[config.mk]
export PLATFORM = sky130hd
export DESIGN_NAME = icg_blend
export DESIGN_NICKNAME = d
export VERILOG_FILES = /design/src/hw/rtl/iteration_gradient_colorizer_top_macros.svh /design/src/hw/rtl/icg_pkg.sv /design/src/hw/rtl/icg_blend.sv
export SDC_FILE = /design/constraint.sdc
export NUM_CORES = 2
export LEC_CHECK = 0
export ABC_CLOCK_PERIOD_IN_PS = 7900
export BUFFER_PORTS_ARGS = -buffer_cell sky130_fd_sc_hd__buf_2
export CAP_MARGIN = 0
export CORE_MARGIN = 2
export CORE_UTILIZATION = 45
export CTS_CLUSTER_SIZE = 28
export DETAILED_ROUTE_END_ITERATION = 7
export PLACE_DENSITY = 0.61
export SKIP_LAST_GASP = 1
export SLEW_MARGIN = 25
export SYNTH_ARGS = -nofsm -noshare
export SYNTH_HDL_FRONTEND = slang
export SYNTH_SLANG_ARGS = --single-unit
[constraint.sdc]
create_clock -name clk -period 7.9 [get_ports clk]
set_input_delay 1.58 -clock clk [delete_from_list [all_inputs] [get_ports clk]]
set_output_delay 1.58 -clock clk [all_outputs]
set_load 0.02 [all_outputs]
[src/hw/rtl/iteration_gradient_colorizer_top_macros.svh]
// Assertion macros shared by the iteration gradient colorizer RTL
`ifndef ITERATION_GRADIENT_COLORIZER_TOP_MACROS_SVH
`define ITERATION_GRADIENT_COLORIZER_TOP_MACROS_SVH
`ifndef SYNTH
`define ICG_ASSERT(lbl, prop, msg) \
	lbl: assert property (@(posedge clk) disable iff (!arst_n) (prop)) else $error(msg);
`define ICG_ASSERT_NEXT(lbl, ante, cons, msg) \
	lbl: assert property (@(posedge clk) disable iff (!arst_n) (ante) |=> (cons)) \
		else $error(msg);
`else
`define ICG_ASSERT(lbl, prop, msg)
`define ICG_ASSERT_NEXT(lbl, ante, cons, msg)
`endif
`endif

[src/hw/rtl/icg_pkg.sv]
// Shared types and constants for the iteration gradient colorizer
`timescale 1ns / 1ps
package icg_pkg;
	localparam int RGB_W       = 24;
	localparam int CHAN_W      = 8;
	localparam int NCH         = RGB_W / CHAN_W;
	localparam int NSEL_W      = 5;   // color count and gradient index width
	localparam int CNT_PORT_W  = 16;
	localparam int PIDX_W      = 4;
	localparam int QUEUE_DEPTH = 32;
	localparam int QAW         = $clog2(QUEUE_DEPTH);

	typedef logic [2:0] status_t;
	localparam status_t ST_OK         = 3'd0;
	localparam status_t ST_COUNT_HIGH = 3'd1;
	localparam status_t ST_NO_COLORS  = 3'd2;
	localparam status_t ST_DEPTH_ZERO = 3'd3;
	localparam status_t ST_TOO_MANY   = 3'd4;

	typedef logic [1:0] cfg_idx_t;
	localparam cfg_idx_t CFG_INNER_COLOR = 2'd0;
	localparam cfg_idx_t CFG_OUTER_COUNT = 2'd1;
	localparam cfg_idx_t CFG_DEPTH       = 2'd2;

	typedef enum logic [1:0] {
		KIND_WRITE,
		KIND_ERROR,
		KIND_INNER,
		KIND_GRAD
	} kind_t;

	// per-item tag that rides along the pipeline
	typedef struct packed {
		kind_t              kind;
		status_t            status;
		logic               wr_en;
		logic [PIDX_W-1:0]  wr_idx;
		logic [RGB_W-1:0]   wr_color;
		logic [RGB_W-1:0]   inner;
		logic [NSEL_W-1:0]  nm1;
	} side_t;
endpackage

[src/hw/rtl/icg_blend.sv]
// Per-channel linear blend: r*(end-start)/D floored, one quotient bit per stage
`timescale 1ns / 1ps
module icg_blend #(
	parameter int CW = 16
) (
	input  logic                          clk,
	input  logic                          arst_n,
	input  logic                          vld,
	input  icg_pkg::side_t                side,
	input  logic [icg_pkg::RGB_W-1:0]     base_color,
	input  logic [icg_pkg::RGB_W-1:0]     next_color,
	input  logic [CW-1:0]                 rem,
	input  logic [CW-1:0]                 divisor,
	output logic                          mix_vld,
	output icg_pkg::side_t                mix_side,
	output logic [icg_pkg::RGB_W-1:0]     mix_color
);
	import icg_pkg::*;

	localparam int PW = CW + CHAN_W;

	// index 0 holds the product stage, index j the state after j divide steps
	logic              vld_s  [CHAN_W+1];
	side_t             side_s [CHAN_W+1];
	logic [CW-1:0]     d_s    [CHAN_W];
	logic [PW-1:0]     rem_s  [NCH][CHAN_W+1];
	logic [CHAN_W-1:0] q_s    [NCH][CHAN_W];
	logic [CHAN_W-1:0] a_s    [NCH][CHAN_W+1];
	logic              neg_s  [NCH][CHAN_W+1];

	logic [CHAN_W-1:0] a_in   [NCH];
	logic [CHAN_W-1:0] b_in   [NCH];
	logic              neg_in [NCH];
	logic [CHAN_W-1:0] mag_in [NCH];
	logic [CHAN_W-1:0] q_prev [NCH][CHAN_W];
	logic [PW-1:0]     shd    [NCH][CHAN_W];
	logic              ge     [NCH][CHAN_W];
	logic [PW-1:0]     rem_nx [NCH][CHAN_W];
	logic [CHAN_W-1:0] q_nx   [NCH][CHAN_W];
	logic [CHAN_W-1:0] col_nx [NCH];
	logic [CHAN_W-1:0] col_q  [NCH];

	always_comb begin
		for (int c = 0; c < NCH; c++) begin
			a_in[c]   = base_color[c*CHAN_W +: CHAN_W];
			b_in[c]   = next_color[c*CHAN_W +: CHAN_W];
			neg_in[c] = b_in[c] < a_in[c];
			mag_in[c] = neg_in[c] ? a_in[c] - b_in[c] : b_in[c] - a_in[c];
			q_prev[c][0] = '0;
			for (int j = 1; j < CHAN_W; j++)
				q_prev[c][j] = q_s[c][j-1];
			for (int j = 0; j < CHAN_W; j++) begin
				shd[c][j]    = PW'(d_s[j]) << (CHAN_W - 1 - j);
				ge[c][j]     = rem_s[c][j] >= shd[c][j];
				rem_nx[c][j] = ge[c][j] ? rem_s[c][j] - shd[c][j] : rem_s[c][j];
				q_nx[c][j]   = {q_prev[c][j][CHAN_W-2:0], ge[c][j]};
			end
			// negative slope: floor means subtract the rounded-up magnitude
			if (neg_s[c][CHAN_W])
				col_nx[c] = a_s[c][CHAN_W] - q_s[c][CHAN_W-1]
					- CHAN_W'(rem_s[c][CHAN_W] != '0);
			else
				col_nx[c] = a_s[c][CHAN_W] + q_s[c][CHAN_W-1];
		end
	end

	always_ff @(posedge clk or negedge arst_n) begin
		if (!arst_n) begin
			for (int j = 0; j <= CHAN_W; j++)
				vld_s[j] <= 1'b0;
			mix_vld <= 1'b0;
		end else begin
			vld_s[0] <= vld;
			for (int j = 1; j <= CHAN_W; j++)
				vld_s[j] <= vld_s[j-1];
			mix_vld <= vld_s[CHAN_W];
		end
	end

	always_ff @(posedge clk) begin
		side_s[0] <= side;
		for (int j = 1; j <= CHAN_W; j++)
			side_s[j] <= side_s[j-1];
		d_s[0] <= divisor;
		for (int j = 1; j < CHAN_W; j++)
			d_s[j] <= d_s[j-1];
		for (int c = 0; c < NCH; c++) begin
			rem_s[c][0] <= PW'(rem) * PW'(mag_in[c]);
			a_s[c][0]   <= a_in[c];
			neg_s[c][0] <= neg_in[c];
			for (int j = 1; j <= CHAN_W; j++) begin
				rem_s[c][j] <= rem_nx[c][j-1];
				a_s[c][j]   <= a_s[c][j-1];
				neg_s[c][j] <= neg_s[c][j-1];
			end
			for (int j = 0; j < CHAN_W; j++)
				q_s[c][j] <= q_nx[c][j];
			col_q[c] <= col_nx[c];
		end
		mix_side <= side_s[CHAN_W];
	end

	assign mix_color = {col_q[2], col_q[1], col_q[0]};
endmodule

Word level (Yosys, flattened, before mapping)

Memories as Yosys holds them, arrays and structs flattened. A register that Yosys moved wholly into a read port is not among the register bits.
Cells that the tools add are included.

Order comparisons: 27
Multiply operators: 3
Mux-type cells: 30
$add $sub $neg: 39
Reductions and logical operators: 3

Operators by type and width:

| operator                                         | count |
|---|---|
| 24-bit 2-to-1 mux                                | 24 |
| 24-bit by 16-bit >= comparator with 1-bit output | 3 |
| 24-bit by 17-bit >= comparator with 1-bit output | 3 |
| 24-bit by 18-bit >= comparator with 1-bit output | 3 |
| 24-bit by 19-bit >= comparator with 1-bit output | 3 |
| 24-bit by 20-bit >= comparator with 1-bit output | 3 |
| 24-bit by 21-bit >= comparator with 1-bit output | 3 |
| 24-bit by 22-bit >= comparator with 1-bit output | 3 |
| 24-bit by 23-bit >= comparator with 1-bit output | 3 |
| 16-bit by 8-bit multiplier with 24-bit output    | 3 |
| 24-bit nonzero test                              | 3 |
| 24-bit by 16-bit subtractor with 24-bit output   | 3 |
| 24-bit by 17-bit subtractor with 24-bit output   | 3 |
| 24-bit by 18-bit subtractor with 24-bit output   | 3 |
| 24-bit by 19-bit subtractor with 24-bit output   | 3 |
| 24-bit by 20-bit subtractor with 24-bit output   | 3 |
| 24-bit by 21-bit subtractor with 24-bit output   | 3 |
| 24-bit by 22-bit subtractor with 24-bit output   | 3 |
| 24-bit by 23-bit subtractor with 24-bit output   | 3 |
| 8-bit subtractor                                 | 9 |
| 8-bit 2-to-1 mux                                 | 6 |
| 8-bit adder                                      | 3 |
| 8-bit less-than comparator                       | 3 |
| 8-bit by 1-bit subtractor with 8-bit output      | 3 |

Input bits: 146
Word-level logic and storage cells: 119
Bits in registers: 10
Bits in writable memories: 1,781
Memories: 7

Memories:

| memory      | depth | width | read ports | clocked after memory_dff | wr ports | line            | source |
|---|---|---|---|---|---|---|---|
| rem_s       | 3     | 216   | 3          | 0                        | 3        | icg_blend.sv:26 | `logic [PW-1:0] rem_s [NCH][CHAN_W+1];` |
| side_s      | 9     | 63    | 9          | 1                        | 9        | icg_blend.sv:24 | `side_t side_s [CHAN_W+1];` |
| a_s         | 3     | 72    | 3          | 0                        | 3        | icg_blend.sv:28 | `logic [CHAN_W-1:0] a_s [NCH][CHAN_W+1];` |
| q_s         | 3     | 57    | 3          | 0                        | 3        | icg_blend.sv:27 | `logic [CHAN_W-1:0] q_s [NCH][CHAN_W];` |
| d_s         | 8     | 16    | 8          | 0                        | 8        | icg_blend.sv:25 | `logic [CW-1:0] d_s [CHAN_W];` |
| neg_s       | 3     | 9     | 3          | 0                        | 3        | icg_blend.sv:29 | `logic neg_s [NCH][CHAN_W+1];` |
| +1 memories | n/a   | n/a   | n/a        | n/a                      | n/a      | n/a             |  |

Longest topological paths before layout

An unclocked memory read counts as a cell.

Word-level depth: 4
Gate-level depth with buffers: 31

Least setup slack after synthesis

Ideal clock, no wire load.

Kind: input port to flip-flop
From: in next_color[0] in the netlist's numbering
To: mem rem_s[0][205] in the netlist's numbering
Setup time: 106 ps
Path slack: -6 ps
Required time: 7,794 ps
Path buffers: 2
Cell stages on the path: 30
Data arrival time: 7,800 ps
Cell sequence: inv_1 > ha_1 > inv_1 > fa_1 > a21o_1 > a21oi_1 > o21bai_1 > buf_6 > and3_1 > o31ai_2 > a31oi_1 > xnor2_2 > buf_6 > nand2_1 > fa_1 > fa_1 > inv_1 > fa_1 > inv_1 > fa_1 > inv_1 > ha_1 > o21a_1 > o31a_1 > o21ai_0 > a21boi_0 > o21a_1 > nor2_1 > or4b_2 > o311ai_0

RTL lines:

| element     | line            | source |
|---|---|---|
| from (decl) | icg_blend.sv:11 | `input logic [icg_pkg::RGB_W-1:0] next_color,` |
| to (decl)   | icg_blend.sv:26 |  |

==> run summary <==
Mapped Area = 77200 sq um
Nets = 8972
Reg2Reg Depth = 15
Critical Path Max Stage Delay = 600 ps
Die area = 175000 sq um
P&R area growth vs syn = 14.4%
Hold Buf Count CTS = 0
Register area share after synthesis = 46.5%
Outcome = complete, no violations
Final Hold Viols = 0
Drt wl/cell = 17.7 microns
Routed Wire Length = 182000 microns
Placeable Area = 171000 sq um
WHS = 303 ps
Final Instance Area = 88300 sq um
Post-synthesis async set-or-reset flop share = 0.558%
#FFs+latches synth = 1791
RSZ-0062 raised after global routing = no
Worst EP arrival = 8040 ps
# fillers = 15400
Delay-heaviest family, CP = adder cells
Skew-Pair Late Insertion Delay = 820 ps
GRT Residual Overflow = 0
Top cells by count, synth = dfxtp_1, inv_1, ha_1
Max Transition Viols Final = 0
Die width = 418 microns
Max Cap Violations = 0
Dominant cell by count in the synthesized netlist = dfxtp_1
Chip height = 418 microns
CP Class = in -> reg
Vias in the first global route = 52500
CP max-delay cell = or4b_2
Worst setup SP type = primary input
DP HPWL = 144000 microns
PortBufs = 233
Clock transition at path regs = 60 ps
Crit Path Max Fanout = 6
Synth warn = 0
IO Pins = 234
Final-report setup violation count = 0
Syn Area/Cell = 10.3 sq um
R2r endpoint = col_q[0][22]$_DFF_P_
Tightest Pin Transition = 990 ps
Slew headroom = 34.0%
H-Tree Depth = 4
Worst hold stages = 0
Gr usage total = 20.8%
Post-synth EDFFs = 0
Initial Util = 45.2%
TritonRoute pass-1 iters = 6
Total CTS buffers = 179
Synth area leaders = dfxtp_1, ha_1, fa_1
Row count = 152
Top cell type by total area after synthesis = dfxtp_1
Fmax = 136 MHz
Top FF cell, synth = dfxtp_1
Clock sinks = 1791
RR Startpoint = rem_s[2][1]$_DFF_P_
Tcrit/Tclk final = 92.9%
Post-layout util = 51.7%
Layout cells sized above 1 = 11.1%
TritonCTS clock tree = done
Routed via count = 52700
Fin Setup TNS = 0 ps
Post-synth net total = 8540
Reg2reg setup slack = 3570 ps
DRT iter0 DRCs = 3406
Maximum VDD drop = 0.446 mV
Fin Clk Skew = 42.9 ps
Largest net degree at the start of global routing = 36
Worst setup path endpoint = rem_s[0][205]$_DFF_P_
Cell Area, Placed = 82000 sq um
Post-synthesis cell count = 7483
First-pass GRT wire length = 287000 microns
Min Tclk post-route = 7340 ps
Power density cells = 517 nW/um^2
Clk buf depth = 3
Final ANT Viol Nets = 0
# Post-CTS Setup Buffers = 0
Initial antenna violation count = 7
Resize count post-CTS = 0
Required @ worst endpoint = 8600 ps
Leakage = 39.8 nW
RePlAce Congestion = 0.929
Drt drc = 0
Synth cell types = 105
Buffer and inverter count on the worst path = 6
CP endpoint kind = flip-flop
Critical path startpoint = next_color[0]
HP Class = reg -> reg
Top cell type's share of synthesized area = 46.2%
Root Buffer Master = clkbuf_16
Via density = 5.12
Stages on worst setup path = 29
[state kept, by name (all words and copies together) (netlist names), 24 cells and up]
register  flops
q_s         108
rem_s       648
col_q        24
a_s         216
neg_s        27
mix_side     63
side_s      567
d_s         128
[layout make-up]
class	count	area [sq um]	share of cell area [%]
Multi-Input combinational cell	4850	38100	43.2
Clock inverter	83	1290	1.46
Tap cell	2233	2790	3.16
Timing Repair Buffer	409	2550	2.89
Sequential cell	1791	35900	40.7
Antenna cell	2	5.00	0.00567
Clock buffer	239	5070	5.74
Inverter	684	2570	2.91
[routing by layer]
metal / track usage (%) / vias up / share of wire (%)
met3: 2.86 / 312 / 4.2
met1: 27.2 / 25000 / 45
met2: 34.9 / 1166 / 47
met4: 7.69 / 0 / 3.5
li1: - / 26200 / -
met5: 0 / - / 0
[cell usage in the layout, fill, tap and decap left out, types with 149 or more instances in the layout]
cell,count
fa_1,291
nor2b_1,152
nor2_1,417
a21o_1,149
o21ai_0,337
dfxtp_1,1781
clkbuf_16,181
xor2_1,187
a21oi_1,497
buf_4,171
and2_1,231
xnor2_1,295
ha_1,620
buf_2,233
nand2_1,418
inv_1,681
[per-stage QoR]
stage,cells,worst slack [ps],power (W)
finish,10300,562,0.0457
global route,10300,121,0.0495
CTS,10300,612,0.0460
detailed placement,9967,-229,0.0369
global placement,9967,-196,0.0366
floorplan,7483,9.80,0.0296
[logic make-up after synthesis]
logic type               Yosys count  share of synthesized area (%)
buffers and inverters            842                           4.19
XOR/XNOR                         483                           5.49
AND/OR/NAND/NOR                 1798                           11.8
AO/OA/AOI/OAI                   1521                           12.5
adder cells (fa/ha/maj)          911                           17.6
multiplexers                     137                           1.96
flip-flops                      1791                           46.5
[how the worst min path moves through the flow]
stage	from	end	slack [ps]
after global routing	a_s[2][33]$_DFF_P_	a_s[2][25]$_DFF_P_	310
after detailed placement	a_s[0][21]$_DFF_P_	a_s[0][13]$_DFF_P_	310
final	side_s[5][3]$_DFF_P_	side_s[6][3]$_DFF_P_	300
after floorplan	a_s[0][8]$_DFF_P_	a_s[0][0]$_DFF_P_	310
after global placement	side_s[2][37]$_DFF_P_	side_s[3][37]$_DFF_P_	310
after CTS	side_s[5][3]$_DFF_P_	side_s[6][3]$_DFF_P_	290
[report_power, final]
| group | switching [W] | leakage, nW | total, W | internal, W |
|---|---|---|---|---|
| combinational | 0.0128 | 21.6 | 0.0236 | 0.0108 |
| clock | 0.00355 | 3.06 | 0.00882 | 0.00527 |
| sequential | 0.00163 | 15.1 | 0.0132 | 0.0116 |
Power figures use the tool's default switching activity.
