$ cat src/hw/rtl/iteration_gradient_colorizer_top_macros.svh
// Assertion macros shared by the iteration gradient colorizer RTL
`ifndef ITERATION_GRADIENT_COLORIZER_TOP_MACROS_SVH
`define ITERATION_GRADIENT_COLORIZER_TOP_MACROS_SVH
`ifndef SYNTH
`define ICG_ASSERT(lbl, prop, msg) \
	lbl: assert property (@(posedge clk) disable iff (!arst_n) (prop)) else $error(msg);
`define ICG_ASSERT_NEXT(lbl, ante, cons, msg) \
	lbl: assert property (@(posedge clk) disable iff (!arst_n) (ante) |=> (cons)) \
		else $error(msg);
`else
`define ICG_ASSERT(lbl, prop, msg)
`define ICG_ASSERT_NEXT(lbl, ante, cons, msg)
`endif
`endif

$ cat src/hw/rtl/icg_pkg.sv
// Shared types and constants for the iteration gradient colorizer
`timescale 1ns / 1ps
package icg_pkg;
	localparam int RGB_W       = 24;
	localparam int CHAN_W      = 8;
	localparam int NCH         = RGB_W / CHAN_W;
	localparam int NSEL_W      = 5;   // color count and gradient index width
	localparam int CNT_PORT_W  = 16;
	localparam int PIDX_W      = 4;
	localparam int QUEUE_DEPTH = 32;
	localparam int QAW         = $clog2(QUEUE_DEPTH);

	typedef logic [2:0] status_t;
	localparam status_t ST_OK         = 3'd0;
	localparam status_t ST_COUNT_HIGH = 3'd1;
	localparam status_t ST_NO_COLORS  = 3'd2;
	localparam status_t ST_DEPTH_ZERO = 3'd3;
	localparam status_t ST_TOO_MANY   = 3'd4;

	typedef logic [1:0] cfg_idx_t;
	localparam cfg_idx_t CFG_INNER_COLOR = 2'd0;
	localparam cfg_idx_t CFG_OUTER_COUNT = 2'd1;
	localparam cfg_idx_t CFG_DEPTH       = 2'd2;

	typedef enum logic [1:0] {
		KIND_WRITE,
		KIND_ERROR,
		KIND_INNER,
		KIND_GRAD
	} kind_t;

	// per-item tag that rides along the pipeline
	typedef struct packed {
		kind_t              kind;
		status_t            status;
		logic               wr_en;
		logic [PIDX_W-1:0]  wr_idx;
		logic [RGB_W-1:0]   wr_color;
		logic [RGB_W-1:0]   inner;
		logic [NSEL_W-1:0]  nm1;
	} side_t;
endpackage

$ cat src/hw/rtl/icg_palette.sv
// Palette memory: write port for palette items, two registered read ports
`timescale 1ns / 1ps
module icg_palette #(
	parameter int PALETTE_DEPTH = 16,
	parameter int CW            = 16
) (
	input  logic                          clk,
	input  logic                          arst_n,
	input  logic                          vld,
	input  icg_pkg::side_t                side,
	input  logic [icg_pkg::NSEL_W-1:0]    quo,
	input  logic [CW-1:0]                 rem,
	input  logic [CW-1:0]                 divisor,
	output logic                          rd_vld,
	output icg_pkg::side_t                rd_side,
	output logic [icg_pkg::RGB_W-1:0]     base_color,
	output logic [icg_pkg::RGB_W-1:0]     next_color,
	output logic [CW-1:0]                 rd_rem,
	output logic [CW-1:0]                 rd_divisor
);
	import icg_pkg::*;

	localparam int AW = $clog2(PALETTE_DEPTH);

	logic [RGB_W-1:0]  mem [PALETTE_DEPTH];
	logic [AW-1:0]     start_addr;
	logic [AW-1:0]     end_addr;
	logic [NSEL_W-1:0] quo_inc;
	logic [AW-1:0]     wr_addr;

	// writes and reads share this stage, so items see the palette in order
	assign quo_inc    = quo + NSEL_W'(1);
	assign start_addr = AW'(quo);
	// last index: stay on the final entry, the remainder is zero there
	assign end_addr   = (quo == side.nm1) ? AW'(quo) : AW'(quo_inc);
	assign wr_addr    = AW'(side.wr_idx);

	always_ff @(posedge clk) begin
		if (vld && side.wr_en)
			mem[wr_addr] <= side.wr_color;
	end

	always_ff @(posedge clk) begin
		base_color  <= mem[start_addr];
		next_color  <= mem[end_addr];
		rd_side     <= side;
		rd_rem      <= rem;
		rd_divisor  <= divisor;
	end

	always_ff @(posedge clk or negedge arst_n) begin
		if (!arst_n)
			rd_vld <= 1'b0;
		else
			rd_vld <= vld;
	end
endmodule

$ cat config.mk
export PLATFORM = sky130hd
export DESIGN_NAME = icg_palette
export DESIGN_NICKNAME = d
export VERILOG_FILES = /design/src/hw/rtl/iteration_gradient_colorizer_top_macros.svh /design/src/hw/rtl/icg_pkg.sv /design/src/hw/rtl/icg_palette.sv
export SDC_FILE = /design/constraint.sdc
export NUM_CORES = 1
export LEC_CHECK = 0
export BUFFER_PORTS_ARGS = -buffer_cell sky130_fd_sc_hd__buf_2
export CAP_MARGIN = 20
export CELL_PAD_IN_SITES_DETAIL_PLACEMENT = 1
export CELL_PAD_IN_SITES_GLOBAL_PLACEMENT = 1
export CORE_MARGIN = 2
export CORE_UTILIZATION = 45
export DETAILED_ROUTE_END_ITERATION = 16
export GPL_TIMING_DRIVEN = 0
export PLACE_DENSITY_LB_ADDON = 0.08
export SLEW_MARGIN = 20
export SYNTH_ARGS = -nofsm -noshare
export SYNTH_HDL_FRONTEND = slang
export SYNTH_SLANG_ARGS = --single-unit
$ cat constraint.sdc
create_clock -name clk -period 1.6 [get_ports clk]
set_clock_uncertainty 0.05 [all_clocks]
set_input_delay 0.24 -clock clk [delete_from_list [all_inputs] [get_ports clk]]
set_output_delay 0.24 -clock clk [all_outputs]
set_load 0.1 [all_outputs]
* Word-level counts from Yosys, hierarchy flattened
Memory sizes are Yosys's and may differ from the RTL's. A register that Yosys moved wholly into a read port is not among the register bits.
Cells that the tools add are included.
** Word-level totals
- Memory bits (writable) :: 384
- Memories kept :: 1
- Input port bits :: 103
- Register bits after elaboration :: 96
- Output and inout port bits :: 144
** Operators by class
- Reductions and logical operators :: 1
- Equality and inequality tests :: 1
- Mux-type cells :: 3
- Add/subtract/negate cells :: 1
** Memories
- mem :: depth 16, bits a word 24, read ports 2, clocked after memory_dff 2, write ports 1, RTL line icg_palette.sv:25 : logic [RGB_W-1:0] mem [PALETTE_DEPTH];
** Operators with widths (number)
- $eq A5 B5 Y1 :: 1
- $add A4 B1 Y4 const B :: 1
- $mux W4 :: 1
- $mux W1 :: 2
- $logic_and A1 B1 Y1 :: 1

* Logic depth before layout (Yosys ltp)
Gate-level depths: netlist of the first run.
- Depth after elaboration :: 3
- Mapped depth :: 11
- Gate-level depth less buffers :: 7

* Least setup slack after synthesis of the first run
No wires, ideal clock.
- Path kind :: input to register
- Start :: in side[55] (netlist name)
- End :: mem mem[0][0] (enable)
- Setup slack :: -1228 ps
- Arrival time :: 2343 ps
- Stages :: 2
- Cells stage by stage :: or3_1 > nor3_1
** RTL lines
- start: declaration :: RTL line icg_palette.sv:10 : input icg_pkg::side_t side,
- end: declaration :: RTL line icg_palette.sv:25
No word-level cell before the write port.

==> key figures, run 1 <==
Run status
  • Result of the run: finished with violations
  • Failing checks: setup timing

Power and ir drop
  • Power per unit of standard cell area: 1220 nW/um2
  • LEAKAGE: 9.99 nW
  • Worst supply voltage drop on vdd: 1.06 mV

Timing
  • Final worst setup slack: -403 ps
  • Transition time at the pin with the least slew margin: 1170 ps
  • Rel. slew slack: 0.221
  • Final number of setup-violating endpoints: 62
  • Final worst-path cycle share: 1.25
  • Fin Setup TNS: -9230 ps
  • Time the worst path needs with I/O delays and setup: 2000 ps
  • Max Clock Freq: 499 MHz
  • Number of pins with negative max-slew slack in the final report: 0
  • Setup repair after global routing missed its margin: true
  • Minimum hold slack: 44.3 ps
  • Count of final hold-check violations: 0

Logic synthesis
  • Distinct cell type count after synthesis: 34
  • Most instantiated library cell after synthesis: edfxtp_1
  • Instance count of the mapped netlist: 1145
  • Synthesized netlist net count: 1249
  • Mean instance size in the synthesized netlist: 18.4 um2
  • Number of register bits inferred by synthesis: 528
  • Area of the mapped netlist: 21100 um2
  • Sequential share of the synthesized area: 0.684
  • Main synth FF type: edfxtp_1
  • EDFF count, synth: 384
  • Number of synthesis warnings: 0
  • Share of Yosys cell area claimed by the top area cell type: 0.547
  • Area leader, netlist: edfxtp_1
  • Ranking of synthesized cells by area: edfxtp_1 (55%), mux4_2 (21%), dfxtp_1 (14%), nor2_1 (2.0%), mux2i_1 (1.2%)
  • Fraction of registers with async set or reset after synthesis: 0.00189
  • Most frequent cells after synthesis: edfxtp_1 (384), mux4_2 (192), dfxtp_1 (143)

Global routing
  • Top Usage Layer GRT: met2
  • Via count of the first global-routing pass: 14000
  • Met3 usage: 0.0454
  • Met2 usage in global routing: 0.477
  • Wire length of the first global-routing pass: 93.6 mm
  • Antenna violations before repair: 1
  • Pin count of the biggest net entering global routing: 25
  • Grt total ovfl: 0
  • Met1 usage: 0.350
  • Global-route usage over all layers: 0.272

Route
  • Remaining design rule violation count: 0
  • Violation count after the first detailed-route iteration: 1118
  • Detailed Routing Iterations Pass 1: 5
  • Count of nets left with antenna violations after detail routing: 0
  • Via count: 13200
  • Drt total wl: 66.8 mm
  • Wire length per cell: 29.7 um
  • Via-to-Cell Ratio: 5.86

Floorplanning
  • Top-Level Pins: 247
  • Row Count: 79
  • Die Height: 220 um
  • Total die area: 48600 um2
  • Core Box Area: 46400 um2
  • Die Span X: 220 um
  • Initial Utilization: 0.455

Clocking
  • Cell at the root of the clock tree: clkbuf_16
  • Clock tree from TritonCTS: built
  • Maximum buffer depth of the clock tree: 3
  • Clk sinks: 528
  • Number of buffers added by the clock tree synthesis step: 56
  • Clock H-tree levels: 2
  • Clock insertion delay at the later pin of the skew report: 620 ps
  • Reg clk slew, reported paths: 70 ps

Setup path
  • Type of origin of the critical path: flop
  • Launching point of the worst reg2reg path: mem[11][23]
  • Count of cells along the worst register-to-register path: 4
  • Data arrival time at the worst-slack endpoint: 2440 ps
  • Required time worst endpoint: 2040 ps
  • Capture point of the worst reg-to-reg path: next_color[23]
  • R2R Setup Slk: -400 ps
  • Worst Setup Path Type: reg2reg
  • Largest fanout on the critical path: 2
  • Element type at the critical path end: flop

Cells and area
  • Post-route core utilization: 0.599
  • Area growth from synthesis to layout: 31.7%
  • Fraction of layout instances using a drive strength above 1: 0.421
  • # nets final: 1696

Placement
  • Global placer's final weighted congestion: 0.813
  • DPL Wire Length: 41.0 mm
  • Number of input and output port buffers inserted: 244

Worst hold path
  • Hold Startpoint: quo[3]
  • Min-delay worst type: in2reg
  • Count of cells along the worst hold path: 2
  • Hold path endpoint: base_color[23]

Job
  • Number of max-capacitance violations reported: 0
## flip-flops by register name, summed over array words and instances (netlist names)
| signal | cells |
|---|---|
| rd_divisor | 16 |
| next_color | 24 |
| rd_side | 63 |
| rd_rem | 16 |
| base_color | 24 |
| mem | 384 |
| rd_vld | 1 |
## how the worst max path moves through the flow
stage | startpoint | endpoint | slack (ps) | cells after the start
finish | mem[11][23] | next_color[23] | -400 | 4
global route | mem[11][1] | next_color[1] | -420 | 4
CTS | mem[11][1] | next_color[1] | -380 | 4
detailed placement | quo[0] | next_color[2] | -1670 | 10
global placement | side[53] | mem[11][10] | -2010 | 3
floorplan | quo[2] | next_color[15] | -460 | 9
## where the power goes
part	switching, W	internal (W)	total (W)
registers	0.000161	0.0151	0.0153
clock network	0.00539	0.00715	0.0125
logic	0.00420	0.00197	0.00616
total	0.00974	0.0242	0.0340
## routing by layer
layer	share of wire	vias to the layer above	routed length (um)
li1	-	5564	-
met1	0.40	6955	26400
met2	0.51	517	34300
met3	0.063	117	4200
met4	0.028	0	1880
met5	0	-	0
## worst max-delay path: stages (launching register included)
cell,delay [ps]
edfxtp_1,410
mux4_2,500
mux4_2,490
nor2b_1,160
a41o_1,250
## per-stage QoR
| stage | std cells | power (W) | setup slack, ps | cell area [um2] |
|---|---|---|---|---|
| 3_5_place_dp | 2009 | 0.0210 | -1670 | 23900 |
| 2_1_floorplan | 1145 | 0.0196 | -457 | 21600 |
| 3_3_place_gp | 1996 | 0.0209 | -2010 | 23600 |
| 6_report | 2246 | 0.0340 | -403 | 27800 |
| 5_1_grt | 2246 | 0.0349 | -424 | 27800 |
| 4_1_cts | 2226 | 0.0339 | -377 | 27400 |
## layout by cell type, fill, tap and decap left out, types with 43 or more instances in the layout
master / n
edfxtp_1: 384
mux4_2: 192
buf_4: 166
dfxtp_1: 143
buf_2: 103
dlygate4sd3_1: 98
nor2_1: 97
clkbuf_16: 60
nand2_1: 51
o21ai_0: 43
## timing repair
| item | CTS | global route |
|---|---|---|
| cloned | 0 | 5 |
| pin swaps | 2 | 13 |
| endpoints found under the setup margin | 192 | 114 |
| gates resized for setup | 222 | 47 |
| endpoints found under the hold margin | 477 | 0 |
| hold buffers | 98 | 0 |
| setup buffers | 16 | 19 |
## cell type report
| cell class | count | area, um2 |
|---|---|---|
| diodes | 1 | 2.50 |
| plain buffers | 76 | 886 |
| clock inverters | 24 | 185 |
| fillers | 4088 | 18600 |
| repair buffers | 387 | 3190 |
| inverters | 1 | 3.75 |
| flip-flops and latches | 528 | 14400 |
| well taps | 607 | 759 |
| clock buffers | 80 | 1570 |
| multi-input cells | 542 | 6770 |
## logic make-up (layout without fill, tap and decap cells)
family                   after synthesis  after routing  synth area share
XOR/XNOR                               9              9           0.00409
flip-flops                           528            528             0.684
buffers and inverters                 78            568            0.0173
AND/OR/NAND/NOR                      209            212            0.0421
AO/OA/AOI/OAI                        103            103            0.0353
adder cells (fa/ha/maj)                1              1          0.000593
multiplexers                         217            217             0.217
other                                  0              1                 0
(Power assumes the default switching activity.)
==> inputs of run 2 (changes only) <==
--- a/config.mk
+++ b/config.mk
@@ -10,7 +10,7 @@
 export CELL_PAD_IN_SITES_DETAIL_PLACEMENT = 1
 export CELL_PAD_IN_SITES_GLOBAL_PLACEMENT = 1
 export CORE_MARGIN = 2
-export CORE_UTILIZATION = 45
+export CORE_UTILIZATION = 50
 export DETAILED_ROUTE_END_ITERATION = 16
 export GPL_TIMING_DRIVEN = 0
 export PLACE_DENSITY_LB_ADDON = 0.08
==> constraint.sdc (replaced) <==
create_clock -name clk -period 2.2 [get_ports clk]
set_clock_uncertainty 0.05 [all_clocks]
set_input_delay 0.33 -clock clk [delete_from_list [all_inputs] [get_ports clk]]
set_output_delay 0.33 -clock clk [all_outputs]
set_load 0.1 [all_outputs]
==> run 2 against run 1 <==
  * The flow now finishes without violations
  * Worst hold slack improved by 95 ps
  * Setup slack improved by 460 ps
  * Combinational power fell by 33%
  * Largest cell class unchanged
  * Register-to-register slack improved by 610 ps
  * Cell count fell by 4.1%
  * Sequential share of layout area rose by 2.0 points
  * Non-clock buffer count fell by 20
==> key figures, run 2 (synthesized netlist as in run 1, its figures left out) <==
Cells and area
  • Area used by multi-input combinational logic: 6500 um2 (-3.9%)
  • Finished layout cell area: 26700 um2 (-3.7%)
  • Most frequent standard cell in the layout excluding fill and tap cells: edfxtp_1
  • Commonest non-fill, non-tap cells in the layout: edfxtp_1 (384), buf_2 (256), mux4_2 (192)
  • Final cell count without fillers: 2155 (-4.1%)
  • Fraction of layout instances using a drive strength above 1: 0.401 (-0.0206)
  • Largest register FFs: 384 (unchanged)
  • Largest registers in the final layout: mem (384), rd_side (63)
  • # nets final: 1672 (-1.4%)
  • Register area: 14400 um2 (unchanged)
  • Layout filler cell count: 3655 (-11%)
  • Top register by number of flip-flops: mem
  • Area growth from synthesis to layout: 26.8%
  • Post-route core utilization: 0.641 (+0.0413)

Floorplanning
  • Initial Utilization: 0.505 (+0.0501)
  • Die Height: 209 um (-5.0%)
  • Core Box Area: 41800 um2 (-9.9%)
  • Row Count: 75 (-5.1%)
  • Total die area: 43800 um2 (-9.8%)
  • Die Span X: 209 um (-5.0%)
  • Top-Level Pins: 247 (unchanged)

Route
  • Count of nets left with antenna violations after detail routing: 0 (unchanged)
  • Drt total wl: 66.2 mm (-0.89%)
  • Via count: 13500 (+2.3%)
  • Via-to-Cell Ratio: 6.24 (+6.6%)
  • Wire length per cell: 30.7 um (+3.3%)
  • Detailed Routing Iterations Pass 1: 7 (+2)
  • Violation count after the first detailed-route iteration: 1408 (+26%)
  • Remaining design rule violation count: 0 (unchanged)

Setup path
  • Cells along the critical path: buf_2 > buf_4 > buf_4 > mux4_2 > mux4_2 > nor2b_1 > a41o_1
  • Worst Setup Path Type: in2reg
  • Largest fanout on the critical path: 10 (+8)
  • CP max stage delay: 580 ps (+80 ps)
  • Type of origin of the critical path: primary input
  • Data arrival time at the worst-slack endpoint: 2570 ps (+130 ps)
  • Required time worst endpoint: 2630 ps (+590 ps)
  • Element type at the critical path end: flop
  • Master of the slowest instance on the critical path: mux4_2

Job
  • Number of max-capacitance violations reported: 0 (unchanged)

Timing
  • Transition time at the pin with the least slew margin: 1100 ps (-72.9 ps)
  • Max Clock Freq: 467 MHz
  • Final worst setup slack: 59.5 ps (+462 ps)
  • Count of final hold-check violations: 0 (unchanged)
  • Final worst-path cycle share: 0.973
  • Time the worst path needs with I/O delays and setup: 2140 ps
  • Final number of setup-violating endpoints: 0 (-100%)
  • Number of pins with negative max-slew slack in the final report: 0 (unchanged)
  • Rel. slew slack: 0.270 (+0.0486)

Global routing
  • Global-route usage over all layers: 0.309 (+0.0367)
  • Via count of the first global-routing pass: 14700 (+4.9%)
  • Wire length of the first global-routing pass: 96.6 mm (+3.2%)
  • Antenna violations before repair: 0 (-1)
  • Grt total ovfl: 0 (unchanged)
  • Pin count of the biggest net entering global routing: 18 (-28%)

Power and ir drop
  • Power per unit of standard cell area: 927 nW/um2 (-24%)
  • LEAKAGE: 9.61 nW (-3.8%)
  • Worst supply voltage drop on vdd: 0.700 mV (-34%)
  • Overall power after layout: 0.0248 W (-27%)

Placement
  • DPL Wire Length: 42.2 mm (+2.7%)
  • Minimum setup slack after placement: -1210 ps (+462 ps)
  • Count of placed standard cells including taps: 1949 (-3.0%)
  • Placed instance area: 23700 um2 (-0.85%)
  • Global placer's final weighted congestion: 0.802 (-1.3%)
  • Number of input and output port buffers inserted: 244 (unchanged)

Clocking
  • Clock H-tree levels: 2 (unchanged)
  • Clock insertion delay at the later pin of the skew report: 630 ps (about the same)
  • Cell at the root of the clock tree: clkbuf_16
  • Clock tree from TritonCTS: built
  • Maximum buffer depth of the clock tree: 3 (unchanged)
  • Reg clk slew, reported paths: 60 ps (about the same)
  • Number of buffers added by the clock tree synthesis step: 55 (-1.8%)
  • Clk sinks: 528 (unchanged)

Worst hold path
  • Min-delay worst type: in2reg

Run status
  • Result of the run: completed
-- run 2: cell types whose count changed in the layout (fill, tap and decap cells not counted), moves of 7 or more --
cell,change
buf_12,-14
buf_16,+7
buf_2,+153
buf_4,-142
buf_6,-21
buf_8,-7
clkbuf_2,+8
clkinv_1,-7
nor2b_1,+12
nor2b_4,-12
-- run 2: final timing paths --
| path | startpoint | end | slack [ps] | depth (start not counted) |
|---|---|---|---|---|
| min in group asynchronous | arst_n | rd_vld | 500 | 3 |
| min | quo[3] | base_color[0] | 140 | 2 |
| max reg2reg | mem[9][11] | next_color[11] | 210 | 4 |
| max in group asynchronous | arst_n | rd_vld | 1500 | 3 |
| max | quo[1] | next_color[13] | 60 | 7 |
| min reg2reg | mem[0][23] | next_color[23] | 690 | 3 |
-- run 2: area by class of cell --
| cell class | instances | area share |
|---|---|---|
| Buffer | 77 | 0.0215 |
| Sequential cell | 528 | 0.539 |
| Multi-Input combinational cell | 539 | 0.243 |
| Clock inverter | 19 | 0.00599 |
| Timing Repair Buffer | 366 | 0.101 |
| Inverter | 1 | 0.000140 |
| Antenna cell | 1 | 0.0000935 |
| Clock buffer | 85 | 0.0644 |
| Tap cell | 539 | 0.0252 |
-- run 2: routing by layer --
metal / up-vias / share of wire / track usage / wire length, um
met3: 137 / 0.084 / 0.0584 / 5580
li1: 5492 / - / - / -
met2: 720 / 0.49 / 0.510 / 32500
met5: - / 0 / 0 / 0
met1: 7108 / 0.39 / 0.414 / 25800
met4: 0 / 0.034 / 0.115 / 2240
-- run 2: metrics by stage --
stage / setup TNS, ps / hold slack (ps)
after floorplan: -4570 / -15.6
after global placement: -572600 / 56.4
after detailed placement: -53570 / 56.2
after CTS: 0 / 118
after global routing: -32.7 / 138
final: 0 / 139
-- run 2: worst max-delay path, delay by kind of cell --
family / cells / cell delay [ps]
AO/OA/AOI/OAI: 1 / 280
AND/OR/NAND/NOR: 1 / 150
buffers and inverters: 3 / 730
multiplexers: 2 / 1060
-- run 2: repair_timing --
action,4_1_cts,5_1_grt
hold buffers,98,0
gates resized for setup,53,21
pin swaps,1,1
endpoints found under the hold margin,97,0
cloned,0,0
setup buffers,1,2
setup endpoints to repair,48,25
-- run 2: report_power, final --
part | total [W] | internal, W | switching [W]
Clock | 0.00957 | 0.00555 | 0.00402
Sequential | 0.0111 | 0.0110 | 0.000106
Combinational | 0.00412 | 0.00112 | 0.00300
