<file path="src/hw/rtl/iteration_gradient_colorizer_top_macros.svh">
// Assertion macros shared by the iteration gradient colorizer RTL
`ifndef ITERATION_GRADIENT_COLORIZER_TOP_MACROS_SVH
`define ITERATION_GRADIENT_COLORIZER_TOP_MACROS_SVH
`ifndef SYNTH
`define ICG_ASSERT(lbl, prop, msg) \
	lbl: assert property (@(posedge clk) disable iff (!arst_n) (prop)) else $error(msg);
`define ICG_ASSERT_NEXT(lbl, ante, cons, msg) \
	lbl: assert property (@(posedge clk) disable iff (!arst_n) (ante) |=> (cons)) \
		else $error(msg);
`else
`define ICG_ASSERT(lbl, prop, msg)
`define ICG_ASSERT_NEXT(lbl, ante, cons, msg)
`endif
`endif

</file>
<file path="src/hw/rtl/icg_pkg.sv">
// Shared types and constants for the iteration gradient colorizer
`timescale 1ns / 1ps
package icg_pkg;
	localparam int RGB_W       = 24;
	localparam int CHAN_W      = 8;
	localparam int NCH         = RGB_W / CHAN_W;
	localparam int NSEL_W      = 5;   // color count and gradient index width
	localparam int CNT_PORT_W  = 16;
	localparam int PIDX_W      = 4;
	localparam int QUEUE_DEPTH = 32;
	localparam int QAW         = $clog2(QUEUE_DEPTH);

	typedef logic [2:0] status_t;
	localparam status_t ST_OK         = 3'd0;
	localparam status_t ST_COUNT_HIGH = 3'd1;
	localparam status_t ST_NO_COLORS  = 3'd2;
	localparam status_t ST_DEPTH_ZERO = 3'd3;
	localparam status_t ST_TOO_MANY   = 3'd4;

	typedef logic [1:0] cfg_idx_t;
	localparam cfg_idx_t CFG_INNER_COLOR = 2'd0;
	localparam cfg_idx_t CFG_OUTER_COUNT = 2'd1;
	localparam cfg_idx_t CFG_DEPTH       = 2'd2;

	typedef enum logic [1:0] {
		KIND_WRITE,
		KIND_ERROR,
		KIND_INNER,
		KIND_GRAD
	} kind_t;

	// per-item tag that rides along the pipeline
	typedef struct packed {
		kind_t              kind;
		status_t            status;
		logic               wr_en;
		logic [PIDX_W-1:0]  wr_idx;
		logic [RGB_W-1:0]   wr_color;
		logic [RGB_W-1:0]   inner;
		logic [NSEL_W-1:0]  nm1;
	} side_t;
endpackage

</file>
<file path="src/hw/rtl/icg_idx_div.sv">
// Pipelined restoring divider for the palette index, one quotient bit per stage
`timescale 1ns / 1ps
module icg_idx_div #(
	parameter int CW = 16
) (
	input  logic                             clk,
	input  logic                             arst_n,
	input  logic                             vld,
	input  icg_pkg::side_t                   side,
	input  logic [CW+icg_pkg::NSEL_W-1:0]    prod,
	input  logic [CW-1:0]                    divisor,
	output logic                             quo_vld,
	output icg_pkg::side_t                   quo_side,
	output logic [icg_pkg::NSEL_W-1:0]       quo,
	output logic [CW-1:0]                    rem,
	output logic [CW-1:0]                    quo_divisor
);
	import icg_pkg::*;

	localparam int PW = CW + NSEL_W;

	logic              vld_s  [NSEL_W];
	side_t             side_s [NSEL_W];
	logic [PW-1:0]     rem_s  [NSEL_W];
	logic [NSEL_W-1:0] q_s    [NSEL_W];
	logic [CW-1:0]     d_s    [NSEL_W];

	logic [PW-1:0]     rem_in [NSEL_W];
	logic [NSEL_W-1:0] q_in   [NSEL_W];
	logic [CW-1:0]     d_in   [NSEL_W];
	logic [PW-1:0]     shd    [NSEL_W];
	logic              ge     [NSEL_W];
	logic [PW-1:0]     rem_nx [NSEL_W];
	logic [NSEL_W-1:0] q_nx   [NSEL_W];

	always_comb begin
		rem_in[0] = prod;
		q_in[0]   = '0;
		d_in[0]   = divisor;
		for (int i = 1; i < NSEL_W; i++) begin
			rem_in[i] = rem_s[i-1];
			q_in[i]   = q_s[i-1];
			d_in[i]   = d_s[i-1];
		end
		for (int i = 0; i < NSEL_W; i++) begin
			// quotient bits come out MSB first
			shd[i]    = PW'(d_in[i]) << (NSEL_W - 1 - i);
			ge[i]     = rem_in[i] >= shd[i];
			rem_nx[i] = ge[i] ? rem_in[i] - shd[i] : rem_in[i];
			q_nx[i]   = {q_in[i][NSEL_W-2:0], ge[i]};
		end
	end

	always_ff @(posedge clk or negedge arst_n) begin
		if (!arst_n) begin
			for (int i = 0; i < NSEL_W; i++)
				vld_s[i] <= 1'b0;
		end else begin
			vld_s[0] <= vld;
			for (int i = 1; i < NSEL_W; i++)
				vld_s[i] <= vld_s[i-1];
		end
	end

	always_ff @(posedge clk) begin
		side_s[0] <= side;
		for (int i = 1; i < NSEL_W; i++)
			side_s[i] <= side_s[i-1];
		for (int i = 0; i < NSEL_W; i++) begin
			rem_s[i] <= rem_nx[i];
			q_s[i]   <= q_nx[i];
			d_s[i]   <= d_in[i];
		end
	end

	assign quo_vld     = vld_s[NSEL_W-1];
	assign quo_side    = side_s[NSEL_W-1];
	assign quo         = q_s[NSEL_W-1];
	assign rem         = rem_s[NSEL_W-1][CW-1:0];
	assign quo_divisor = d_s[NSEL_W-1];
endmodule

</file>
<file path="config.mk">
export PLATFORM = sky130hd
export DESIGN_NAME = icg_idx_div
export DESIGN_NICKNAME = d
export VERILOG_FILES = /design/src/hw/rtl/iteration_gradient_colorizer_top_macros.svh /design/src/hw/rtl/icg_pkg.sv /design/src/hw/rtl/icg_idx_div.sv
export SDC_FILE = /design/constraint.sdc
export NUM_CORES = 1
export LEC_CHECK = 0
export BUFFER_PORTS_ARGS = -buffer_cell sky130_fd_sc_hd__buf_2
export CAP_MARGIN = 10
export CORE_ASPECT_RATIO = 1.1
export CORE_MARGIN = 3
export CORE_UTILIZATION = 40
export CTS_CLUSTER_DIAMETER = 200
export DETAILED_ROUTE_END_ITERATION = 7
export GPL_ROUTABILITY_DRIVEN = 0
export GPL_TIMING_DRIVEN = 0
export HOLD_SLACK_MARGIN = 0.12
export PLACE_DENSITY_LB_ADDON = 0.25
export RECOVER_POWER = 100
export SKIP_CTS_REPAIR_TIMING = 1
export SYNTH_ARGS = -nofsm -noshare
export SYNTH_HDL_FRONTEND = slang
export SYNTH_SLANG_ARGS = --single-unit
</file>
<file path="constraint.sdc">
create_clock -name clk -period 3.64 [get_ports clk]
set_clock_uncertainty 0.1 [all_clocks]
set_input_delay 0.364 -clock clk [delete_from_list [all_inputs] [get_ports clk]]
set_output_delay 0.364 -clock clk [all_outputs]
set_load 0.02 [all_outputs]
</file>
[Word level (Yosys, flattened, before mapping)]
Memory sizes are Yosys's and may differ from the RTL's.
Index checks and enable logic that the tools add are counted.
Word-level totals
  flip-flop bits (word level): 5
  bits in writable memories: 525
  bits of input ports: 103
  memories: 4
Operators by class
  $add $sub $neg: 5
  magnitude comparators: 5
  multiplexer cells: 5
Memory list
  side_s: depth 5, width 63, read ports 5, clocked after memory_dff 0, write ports 5, line icg_idx_div.sv:23  | side_t side_s [NSEL_W];
  rem_s: depth 5, width 21, read ports 5, clocked after memory_dff 0, write ports 5, line icg_idx_div.sv:24  | logic [PW-1:0] rem_s [NSEL_W];
  d_s: depth 5, width 16, read ports 5, clocked after memory_dff 0, write ports 5, line icg_idx_div.sv:26  | logic [CW-1:0] d_s [NSEL_W];
  q_s: depth 5, width 5, read ports 5, clocked after memory_dff 0, write ports 5, line icg_idx_div.sv:25  | logic [NSEL_W-1:0] q_s [NSEL_W];
Operators with widths (number)
  21-bit 2-to-1 mux: 5
  21-bit by 16-bit greater-or-equal comparator with 1-bit output: 1
  21-bit by 17-bit greater-or-equal comparator with 1-bit output: 1
  21-bit by 18-bit greater-or-equal comparator with 1-bit output: 1
  21-bit by 19-bit greater-or-equal comparator with 1-bit output: 1
  21-bit by 20-bit greater-or-equal comparator with 1-bit output: 1
  21-bit by 16-bit subtractor with 21-bit output: 1
  21-bit by 17-bit subtractor with 21-bit output: 1
  21-bit by 18-bit subtractor with 21-bit output: 1
  21-bit by 19-bit subtractor with 21-bit output: 1
  21-bit by 20-bit subtractor with 21-bit output: 1

[Longest topological paths before layout]
Gate-level depths: netlist (run 1).
An unclocked memory read counts as a cell.
  depth after elaboration: 3
  mapped depth: 13
  depth with buffers taken out: 11

[Worst setup path before layout (run 1)]
OpenSTA, ideal clock, no wires.
  kind: reg2reg
  from: memory rem_s[0][3] (netlist name)
  to: memory rem_s[0][35] (netlist name)
  library setup time: 0.123 ns
  arrival time: 2.377 ns
  required time: 3.417 ns
  slack: 1.040 ns
  cell stages (with the launch flop): 11
  clock period less this slack: 2.600 ns
  cells stage by stage: dfxtp_1 > inv_1 > ha_1 > fa_1 > nand2b_1 > a21oi_1 > a311oi_2 > a211oi_1 > nor3_4 > inv_1 > mux2_1
RTL lines (line)
  start: declaration: icg_idx_div.sv:24

==> flow_metrics.env, run 1 <==
export IMPL_endpoint_kind="flip-flop"
export IMPL_cp_max_fo=10
export IMPL_cp_arrival_ns=3.54
export IMPL_antenna_found_initial=0
export IMPL_dp_hpwl_um=22700
export IMPL_nNetsFinal=1957
export IMPL_cts_tree="built"
export IMPL_grt_overflow=0
export IMPL_layout_common_cells="dfxtp_1 (510), clkbuf_1 (144), inv_1 (105), dlygate4sd3_1 (104), buf_2 (87)"
export IMPL_relSlewSlack_pct=32.0
export IMPL_syn_inst=1411
export IMPL_setup_viol=0
export IMPL_track_usage_pct=13.3
export IMPL_final_cell_area_um2=20600
export IMPL_drive_above_1_share_pct=15.5
export IMPL_grt_max_degree=16
export IMPL_synth_area_per_cell_um2=11.7
export IMPL_ys_seq_elements=515
export IMPL_worstPathRequired_ns=3.97
export IMPL_synth_seq_area_share_pct=62.5
export IMPL_portBuffers=203
export IMPL_cts_buffers=49
export IMPL_yosysTopAreaCell="dfxtp_1"
export IMPL_avgViaCountPerCell=4.51
export IMPL_synth_top_area_share_pct=61.7
export IMPL_maxCapViolCount=0
export IMPL_rows=77
export IMPL_finalSetupTns_ns=0
export IMPL_power_leakage_nw=9.06
export IMPL_clk_pin_slew_ns=0.06
export IMPL_wl_per_cell_um=13.3
export IMPL_grt_pass1_wl_um=47100
export IMPL_die_w_um=200
export IMPL_core_area_um2=40500
export IMPL_area_growth_pct=24.8
export IMPL_netlist_area_um2=16500
export IMPL_num_antenna_cells=0
export IMPL_synthArstFlopShare_pct=0.971
export IMPL_grt_pass1_vias=9854
export IMPL_detail_route_antenna_nets=0
export IMPL_synthDistinctLibCells=81
export IMPL_syn_nets=1599
export IMPL_cts_max_level=2
export IMPL_worst_pin_slew_ns=1.01
export IMPL_die_area_um2=43800
export IMPL_synth_edf_count=0
export IMPL_cts_buffer_depth=3
export IMPL_cts_sinks=515
export IMPL_period_needed_ns=3.21
export IMPL_yosysWarnings=0
export IMPL_layout_commonest_cell="dfxtp_1"
export IMPL_initial_utilization_pct=40.9
export IMPL_io_pins=204
export IMPL_fmax_ghz=0.312
export IMPL_clk_latency_ns=0.57
export IMPL_p_per_area_nw_per_um2=775
export IMPL_drtPass1Iterations=5
export IMPL_vias=10500
export IMPL_rsz0062_at_grt="false"
export IMPL_period_share_pct=88.1
export IMPL_worstHoldPathType="reg -> reg"
export IMPL_root_buffer="clkbuf_16"
export IMPL_dpl_cell_area_um2=18200
export IMPL_dr_first_iter_drc_count=348
export IMPL_synth_area_leaders="dfxtp_1 (62%), ha_1 (6.1%), buf_4 (2.9%), inv_1 (2.4%), a21oi_1 (2.2%)"
export IMPL_hold_viol=0
export IMPL_peakVddDrop_v=0.000326
export IMPL_whs_ns=0.220
export IMPL_status="completed"
export IMPL_crit_type="reg -> reg"
export IMPL_cp_start_kind="flip-flop"
export IMPL_drt_wl_total_um=31000
export IMPL_drc=0
export IMPL_synth_main_ff_cell="dfxtp_1"
export IMPL_die_height_um=219
export IMPL_finalMaxSlewViolations=0
synth_stat cells, types with 3 or more instances:
library cell,instances
and4_1,5
nor2_1,63
mux2_4,13
xnor2_1,27
or2_2,5
buf_4,64
nand4_1,10
clkbuf_1,10
nor3_1,13
nand3_1,25
inv_1,104
mux2i_1,7
o211ai_1,7
a31oi_1,11
nand2_1,72
o31ai_1,5
nor2b_1,13
buf_6,5
o31ai_2,3
a211oi_1,10
nand4b_1,3
o21bai_1,8
and3_1,9
mux2_2,20
o21ai_0,67
buf_2,9
a21oi_1,72
nand2b_1,10
and2_1,4
ha_1,80
nor4_1,4
o31a_1,4
fa_1,5
a21o_1,19
dfxtp_1,510
or4_1,7
o21a_1,20
xor2_1,27
nand3b_1,3
dfrtp_1,5
where the power goes:
| group | internal (mW) | leakage [nW] | switching [mW] |
|---|---|---|---|
| Sequential | 6.42 | 4.36 | 0.372 |
| Combinational | 1.83 | 3.88 | 2.32 |
| Clock | 2.95 | 0.816 | 2.09 |
flip-flops by register name, indices dropped and copies added (netlist names):
register  flops
side_s      315
rem_s       100
d_s          80
q_s          15
vld_s         4
quo_vld       1
worst max-delay path, stage by stage, from the launching register on:
cell and delay, ns:
dfxtp_1 0.35, inv_1 0.05, ha_1 0.27, clkbuf_1 0.21, and2_0 0.22, a311oi_1 0.44
a21oi_1 0.20, nand3_1 0.13, and3_1 0.15, clkbuf_1 0.34, inv_1 0.15, clkbuf_1 0.26
nor2_1 0.15, a21oi_1 0.05
cell type report:
cell class / instances / area, um2
multi-input combinational: 701 / 5050
sequential: 515 / 10300
clock inverter: 23 / 269
fill: 3639 / 19800
timing repair buffer: 307 / 1910
tap: 513 / 642
clock buffer: 67 / 1400
inverter: 105 / 394
buffer: 90 / 632
through the flow:
step                instances  setup WS, ns  utilization (%)  total power, mW
finish                   2321         0.434             51.0             16.0
global route             2321         0.254             51.0             17.0
CTS                      2217         0.597             49.1             16.2
detailed placement       2127         0.617             45.0             11.1
global placement         2127         0.613             45.0             11.0
floorplan                1411          1.04                -             10.1
kinds of logic after synthesis:
family | Yosys count | share of synthesized area, %
multiplexers | 41 | 3.03
flip-flops | 515 | 62.5
XOR/XNOR | 54 | 2.86
adder cells (fa/ha/maj) | 85 | 6.66
AO/OA/AOI/OAI | 259 | 10.4
buffers and inverters | 195 | 6.34
AND/OR/NAND/NOR | 262 | 8.20
worst paths after layout:
path / from / end / slack [ns] / cells past startpoint
setup / recovery: d_s[0][24] / rem_s[0][46] / 0.43 / 13
hold / removal: q_s[0][5] / q_s[0][11] / 0.22 / 0
max in group asynchronous: arst_n / vld_s[4] / 2.66 / 3
hold reg to reg: q_s[0][5] / q_s[0][11] / 0.22 / 0
setup reg to reg: d_s[0][24] / rem_s[0][46] / 0.43 / 13
min in group asynchronous: arst_n / vld_s[2] / 0.59 / 3
metal layers:
metal	part of all wire [%]	vias to the layer above	routed length (um)	GRT usage (%)
met3	5.2	58	1600	3.38
li1	-	5416	-	-
met1	44	4750	13700	16.0
met4	2.7	0	851	5.12
met2	48	255	14800	22.6
met5	0	-	0	0
No activity file was read; power rests on OpenSTA's default activity.
==> run 2: changes to the inputs <==
- PLACE_DENSITY: default -> 0.56
- PLACE_DENSITY_LB_ADDON: 0.25 -> default
==> run 2 against run 1 <==
Net effect: first-iteration DRC count grew 9.5%; clock power up 6.2%; utilization grew 0.30 points; critical path depth fell by 2; wire length is 0.42% lower; hold slack gained 0.00075 ns; critical endpoint is now rem_s[0][96].
==> flow_metrics.env, run 2 (synthesis gave the netlist of run 1 again) <==
export IMPL_clk_latency_ns=0.57
export IMPL_grt_overflow=0
export IMPL_startpoint="d_s[0][49]"
export IMPL_reg_top3="side_s: 315 flops, rem_s: 100 flops, d_s: 80 flops"
export IMPL_regMostFlops="side_s"
export IMPL_dp_hpwl_um=22700
export IMPL_period_share_pct=91.3
export IMPL_p_total_mw=16.3
export IMPL_r2r_slack_ns=0.32
export IMPL_layout_common_cells="dfxtp_1 (510), clkbuf_1 (139), inv_1 (105), dlygate4sd3_1 (104), buf_2 (90)"
export IMPL_drc=0
export IMPL_io_pins=204
export IMPL_detail_route_antenna_nets=0
export IMPL_seq_area_um2=10300
export IMPL_maxCapViolCount=0
export IMPL_reg2reg_depth=11
export IMPL_track_usage_pct=13.3
export IMPL_endpoint_kind="flip-flop"
export IMPL_num_antenna_cells=0
export IMPL_die_area_um2=43800
export IMPL_cts_tree="built"
export IMPL_crit_type="reg -> reg"
export IMPL_peakVddDrop_v=0.000336
export IMPL_worst_pin_slew_ns=1.09
export IMPL_dr_first_iter_drc_count=381
export IMPL_status="completed"
export IMPL_power_leakage_nw=9.14
export IMPL_finalMaxSlewViolations=0
export IMPL_grt_max_degree=16
export IMPL_initial_utilization_pct=40.9
export IMPL_area_growth_pct=25.5
export IMPL_die_height_um=219
export IMPL_avgViaCountPerCell=4.50
export IMPL_r2r_start="d_s[0][49]"
export IMPL_clk_pin_slew_ns=0.06
export IMPL_endpoint="rem_s[0][96]"
export IMPL_whs_ns=0.221
export IMPL_die_w_um=200
export IMPL_root_buffer="clkbuf_16"
export IMPL_rsz0062_at_grt="false"
export IMPL_wl_per_cell_um=13.3
export IMPL_relSlewSlack_pct=26.3
export IMPL_utilization_pct=51.3
export IMPL_portBuffers=203
export IMPL_rows=77
export IMPL_finalSetupTns_ns=0
export IMPL_cp_max_fo=10
export IMPL_multi_input_area_um2=5070
export IMPL_reg2reg_to="rem_s[0][96]"
export IMPL_dpl_cell_area_um2=18200
export IMPL_setup_viol=0
export IMPL_nFillCells=3676
export IMPL_nNetsFinal=1958
export IMPL_worstHoldPathType="reg -> reg"
export IMPL_cp_arrival_ns=3.67
export IMPL_period_needed_ns=3.32
export IMPL_cts_max_level=2
export IMPL_vias=10400
export IMPL_drtPass1Iterations=5
export IMPL_hold_viol=0
export IMPL_fmax_ghz=0.301
export IMPL_worstPathRequired_ns=3.98
export IMPL_cts_buffers=50
export IMPL_antenna_found_initial=0
export IMPL_layout_commonest_cell="dfxtp_1"
export IMPL_drive_above_1_share_pct=16.3
export IMPL_core_area_um2=40500
export IMPL_cts_sinks=515
export IMPL_grt_pass1_vias=9581
export IMPL_grt_pass1_wl_um=46600
export IMPL_cp_start_kind="flip-flop"
export IMPL_drt_wl_total_um=30800
export IMPL_largest_reg_flops=315
export IMPL_cts_buffer_depth=3
export IMPL_final_cell_area_um2=20800
export IMPL_p_per_area_nw_per_um2=787
-- run 2: changes by cell type in the layout (fill, tap and decap cells not counted), moves of 2 or more --
cell       before  now
nor3_1         13   15
clkbuf_1      144  139
mux2_1         15    4
mux2_4          0   10
buf_2          87   90
clkbuf_8       11    7
clkinv_4        2    4
bufinv_16       3    8
-- run 2: report_power, final --
part / switching [mW] / total [mW] / internal [mW]
sequential: 0.365 / 6.79 / 6.42
clock: 2.09 / 5.35 / 3.26
combinational: 2.31 / 4.20 / 1.89
-- run 2: final cells by class --
| type | count | area share (%) |
|---|---|---|
| plain buffers | 90 | 3.09 |
| clock buffers | 63 | 6.60 |
| clock inverters | 28 | 1.92 |
| inverters | 105 | 1.90 |
| multi-input cells | 701 | 24.4 |
| flip-flops and latches | 515 | 49.8 |
| well taps | 513 | 3.09 |
| repair buffers | 307 | 9.19 |
-- run 2: worst min path at each step --
stage                     endpoint  cells past startpoint  slack [ns]     startpoint
global route            q_s[0][12]                      0        0.23      q_s[0][6]
detailed placement         quo_vld                      1        0.08         arst_n
floorplan                  quo_vld                      0       -0.03         arst_n
CTS                        quo_vld                      1       -0.54         arst_n
global placement           quo_vld                      1        0.08         arst_n
finish              side_s[0][162]                      0        0.22  side_s[0][99]
-- run 2: critical path, stage by stage (launching register included) --
cell and delay [ns]:
dfxtp_1 0.38, inv_1 0.06, ha_1 0.28, nor2b_1 0.15, o31a_1 0.27, o311ai_0 0.58, nand4bb_1 0.24, a211oi_1 0.31
o21a_1 0.20, buf_6 0.16, buf_12 0.14, mux2_1 0.32
-- run 2: metrics by stage --
stage,instances,setup slack [ns]
after global placement,2127,0.573
after floorplan,1411,1.04
after global routing,2322,0.211
after detailed placement,2127,0.561
final,2322,0.318
after CTS,2218,0.564
-- run 2: per-layer routing --
metal  part of all wire, %  vias to the layer above  GRT usage [%]
li1                      -                     5426              -
met1                    45                     4676           15.9
met2                    46                      267           22.1
met3                   5.5                       78           3.56
met4                   3.8                        0           6.07
met5                     0                        -              0
==> run 3: changes to the inputs <==
- CORE_UTILIZATION: 40 -> 57
- PLACE_DENSITY: 0.56 -> 0.76
==> run 3 against run 2 <==
Net effect: total power is 0.26% lower; combinational power is 2% higher; register-to-register slack better by 0.05 ns; non-clock buffer count is 1 lower; utilization is 21 points higher; largest cell class unchanged; maximum frequency is 1.5% higher; highest routed layer unchanged; hold slack worse by 0.011 ns; sequential share of layout area is 0.60 points higher; clock power is 3% lower.
==> flow_metrics.env, run 3 (synthesis gave the netlist of run 1 again) <==
export IMPL_wl_per_cell_um=15.0
export IMPL_comb_power_share_pct=26.3
export IMPL_rsz0062_at_grt="false"
export IMPL_die_w_um=168
export IMPL_avgViaCountPerCell=4.98
export IMPL_regMostFlops="side_s"
export IMPL_detail_route_antenna_nets=0
export IMPL_drive_above_1_share_pct=15.9
export IMPL_cts_max_level=2
export IMPL_clk_pin_slew_ns=0.07
export IMPL_cp_max_fo=10
export IMPL_root_buffer="clkbuf_16"
export IMPL_worst_pin_slew_ns=1.10
export IMPL_r2r_start="d_s[0][49]"
export IMPL_period_share_pct=89.9
export IMPL_crit_type="reg -> reg"
export IMPL_reg2reg_depth=11
export IMPL_dp_hpwl_um=21600
export IMPL_cp_arrival_ns=3.60
export IMPL_peakVddDrop_v=0.000559
export IMPL_p_per_area_nw_per_um2=794
export IMPL_setup_viol=0
export IMPL_switching_share_pct=29.4
export IMPL_worstPathRequired_ns=3.97
export IMPL_die_area_um2=31100
export IMPL_hold_viol=0
export IMPL_cp_start_kind="flip-flop"
export IMPL_final_cell_area_um2=20500
export IMPL_maxCapViolCount=0
export IMPL_dpl_cell_area_um2=18000
export IMPL_min_to="side_s[0][170]"
export IMPL_seqPwrFrac_pct=41.7
export IMPL_initial_utilization_pct=58.7
export IMPL_cts_sinks=515
export IMPL_die_height_um=185
export IMPL_cts_buffer_depth=3
export IMPL_p_sw_mw=4.80
export IMPL_rows=64
export IMPL_clockPowerShare_pct=32.0
export IMPL_drc=0
export IMPL_cts_buffers=46
export IMPL_reg2reg_to="rem_s[0][95]"
export IMPL_grt_pass1_wl_um=47300
export IMPL_drtPass1Iterations=5
export IMPL_worstHoldPathType="reg -> reg"
export IMPL_track_usage_pct=18.3
export IMPL_power_leakage_nw=9.09
export IMPL_dr_first_iter_drc_count=658
export IMPL_finalSetupTns_ns=0
export IMPL_r2r_slack_ns=0.37
export IMPL_finalMaxSlewViolations=0
export IMPL_layout_commonest_cell="dfxtp_1"
export IMPL_largest_reg_flops=315
export IMPL_min_from="side_s[0][107]"
export IMPL_drt_wl_total_um=32500
export IMPL_portBuffers=203
export IMPL_fmax_ghz=0.306
export IMPL_status="completed"
export IMPL_reg_top3="side_s: 315 flops, rem_s: 100 flops, d_s: 80 flops"
export IMPL_clk_latency_ns=0.54
export IMPL_whs_ns=0.210
export IMPL_nNetsFinal=1953
export IMPL_core_area_um2=28200
export IMPL_grt_overflow=0
export IMPL_io_pins=204
export IMPL_grt_pass1_vias=10100
export IMPL_layout_common_cells="dfxtp_1 (510), clkbuf_1 (144), inv_1 (105), dlygate4sd3_1 (103), buf_2 (83)"
export IMPL_fin_ws_ns=0.367
export IMPL_min_path_cells=0
export IMPL_antenna_found_initial=1
export IMPL_p_int_mw=11.5
export IMPL_cts_tree="built"
export IMPL_grt_max_degree=18
export IMPL_area_growth_pct=24.0
export IMPL_pre_cts_ws_ns=0.664
export IMPL_vias=10800
export IMPL_endpoint_kind="flip-flop"
export IMPL_relSlewSlack_pct=25.5
export IMPL_period_needed_ns=3.27
run 3: metrics by stage:
| stage | instances | total power [mW] | utilization (%) |
|---|---|---|---|
| 2_1_floorplan | 1411 | 10.1 | - |
| 3_3_place_gp | 1977 | 10.9 | 63.9 |
| 3_5_place_dp | 1977 | 11.1 | 63.9 |
| 4_1_cts | 2062 | 16.3 | 70.0 |
| 5_1_grt | 2166 | 17.1 | 72.8 |
| 6_report | 2166 | 16.3 | 72.8 |
run 3: worst max path at each step:
| stage | startpoint | endpoint |
|---|---|---|
| 3_3_place_gp | rem_s[0][3] | rem_s[0][35] |
| 2_1_floorplan | rem_s[0][3] | rem_s[0][35] |
| 5_1_grt | divisor[1] | rem_s[0][18] |
| 3_5_place_dp | rem_s[0][3] | rem_s[0][35] |
| 4_1_cts | rem_s[0][3] | rem_s[0][35] |
| 6_report | d_s[0][49] | rem_s[0][95] |
run 3: area by class of cell:
cell class,instances,area (um2)
multi-input combinational,701,5090
sequential,515,10300
tap,363,454
clock inverter,25,390
timing repair buffer,306,1890
inverter,105,394
antenna,1,2.50
clock buffer,60,1320
fill,1954,7670
buffer,90,627
run 3: routing by layer:
layer  track usage, %  part of all wire [%]  vias up
li1                 -                     -     5425
met1             21.5                    41     4955
met2             33.5                    51      324
met3             3.05                   4.3       91
met4             7.14                   3.9        0
met5                0                     0        -
run 3: worst max-delay path, cell delays in order (launching register included):
cell	delay (ns)
dfxtp_1	0.38
inv_1	0.07
ha_1	0.28
nor2b_1	0.14
o31a_1	0.27
o311ai_0	0.57
nand4bb_1	0.26
a211oi_1	0.32
o21a_1	0.17
buf_6	0.14
buf_12	0.15
mux2_4	0.31
run 3: power groups by stage:
stage | clock network, mW | registers [mW] | logic (mW)
floorplan | 0 | 6.92 | 3.18
global placement | 0 | 6.88 | 4.06
detailed placement | 0 | 6.90 | 4.18
CTS | 5.30 | 6.78 | 4.22
global route | 5.52 | 6.87 | 4.73
finish | 5.21 | 6.80 | 4.28
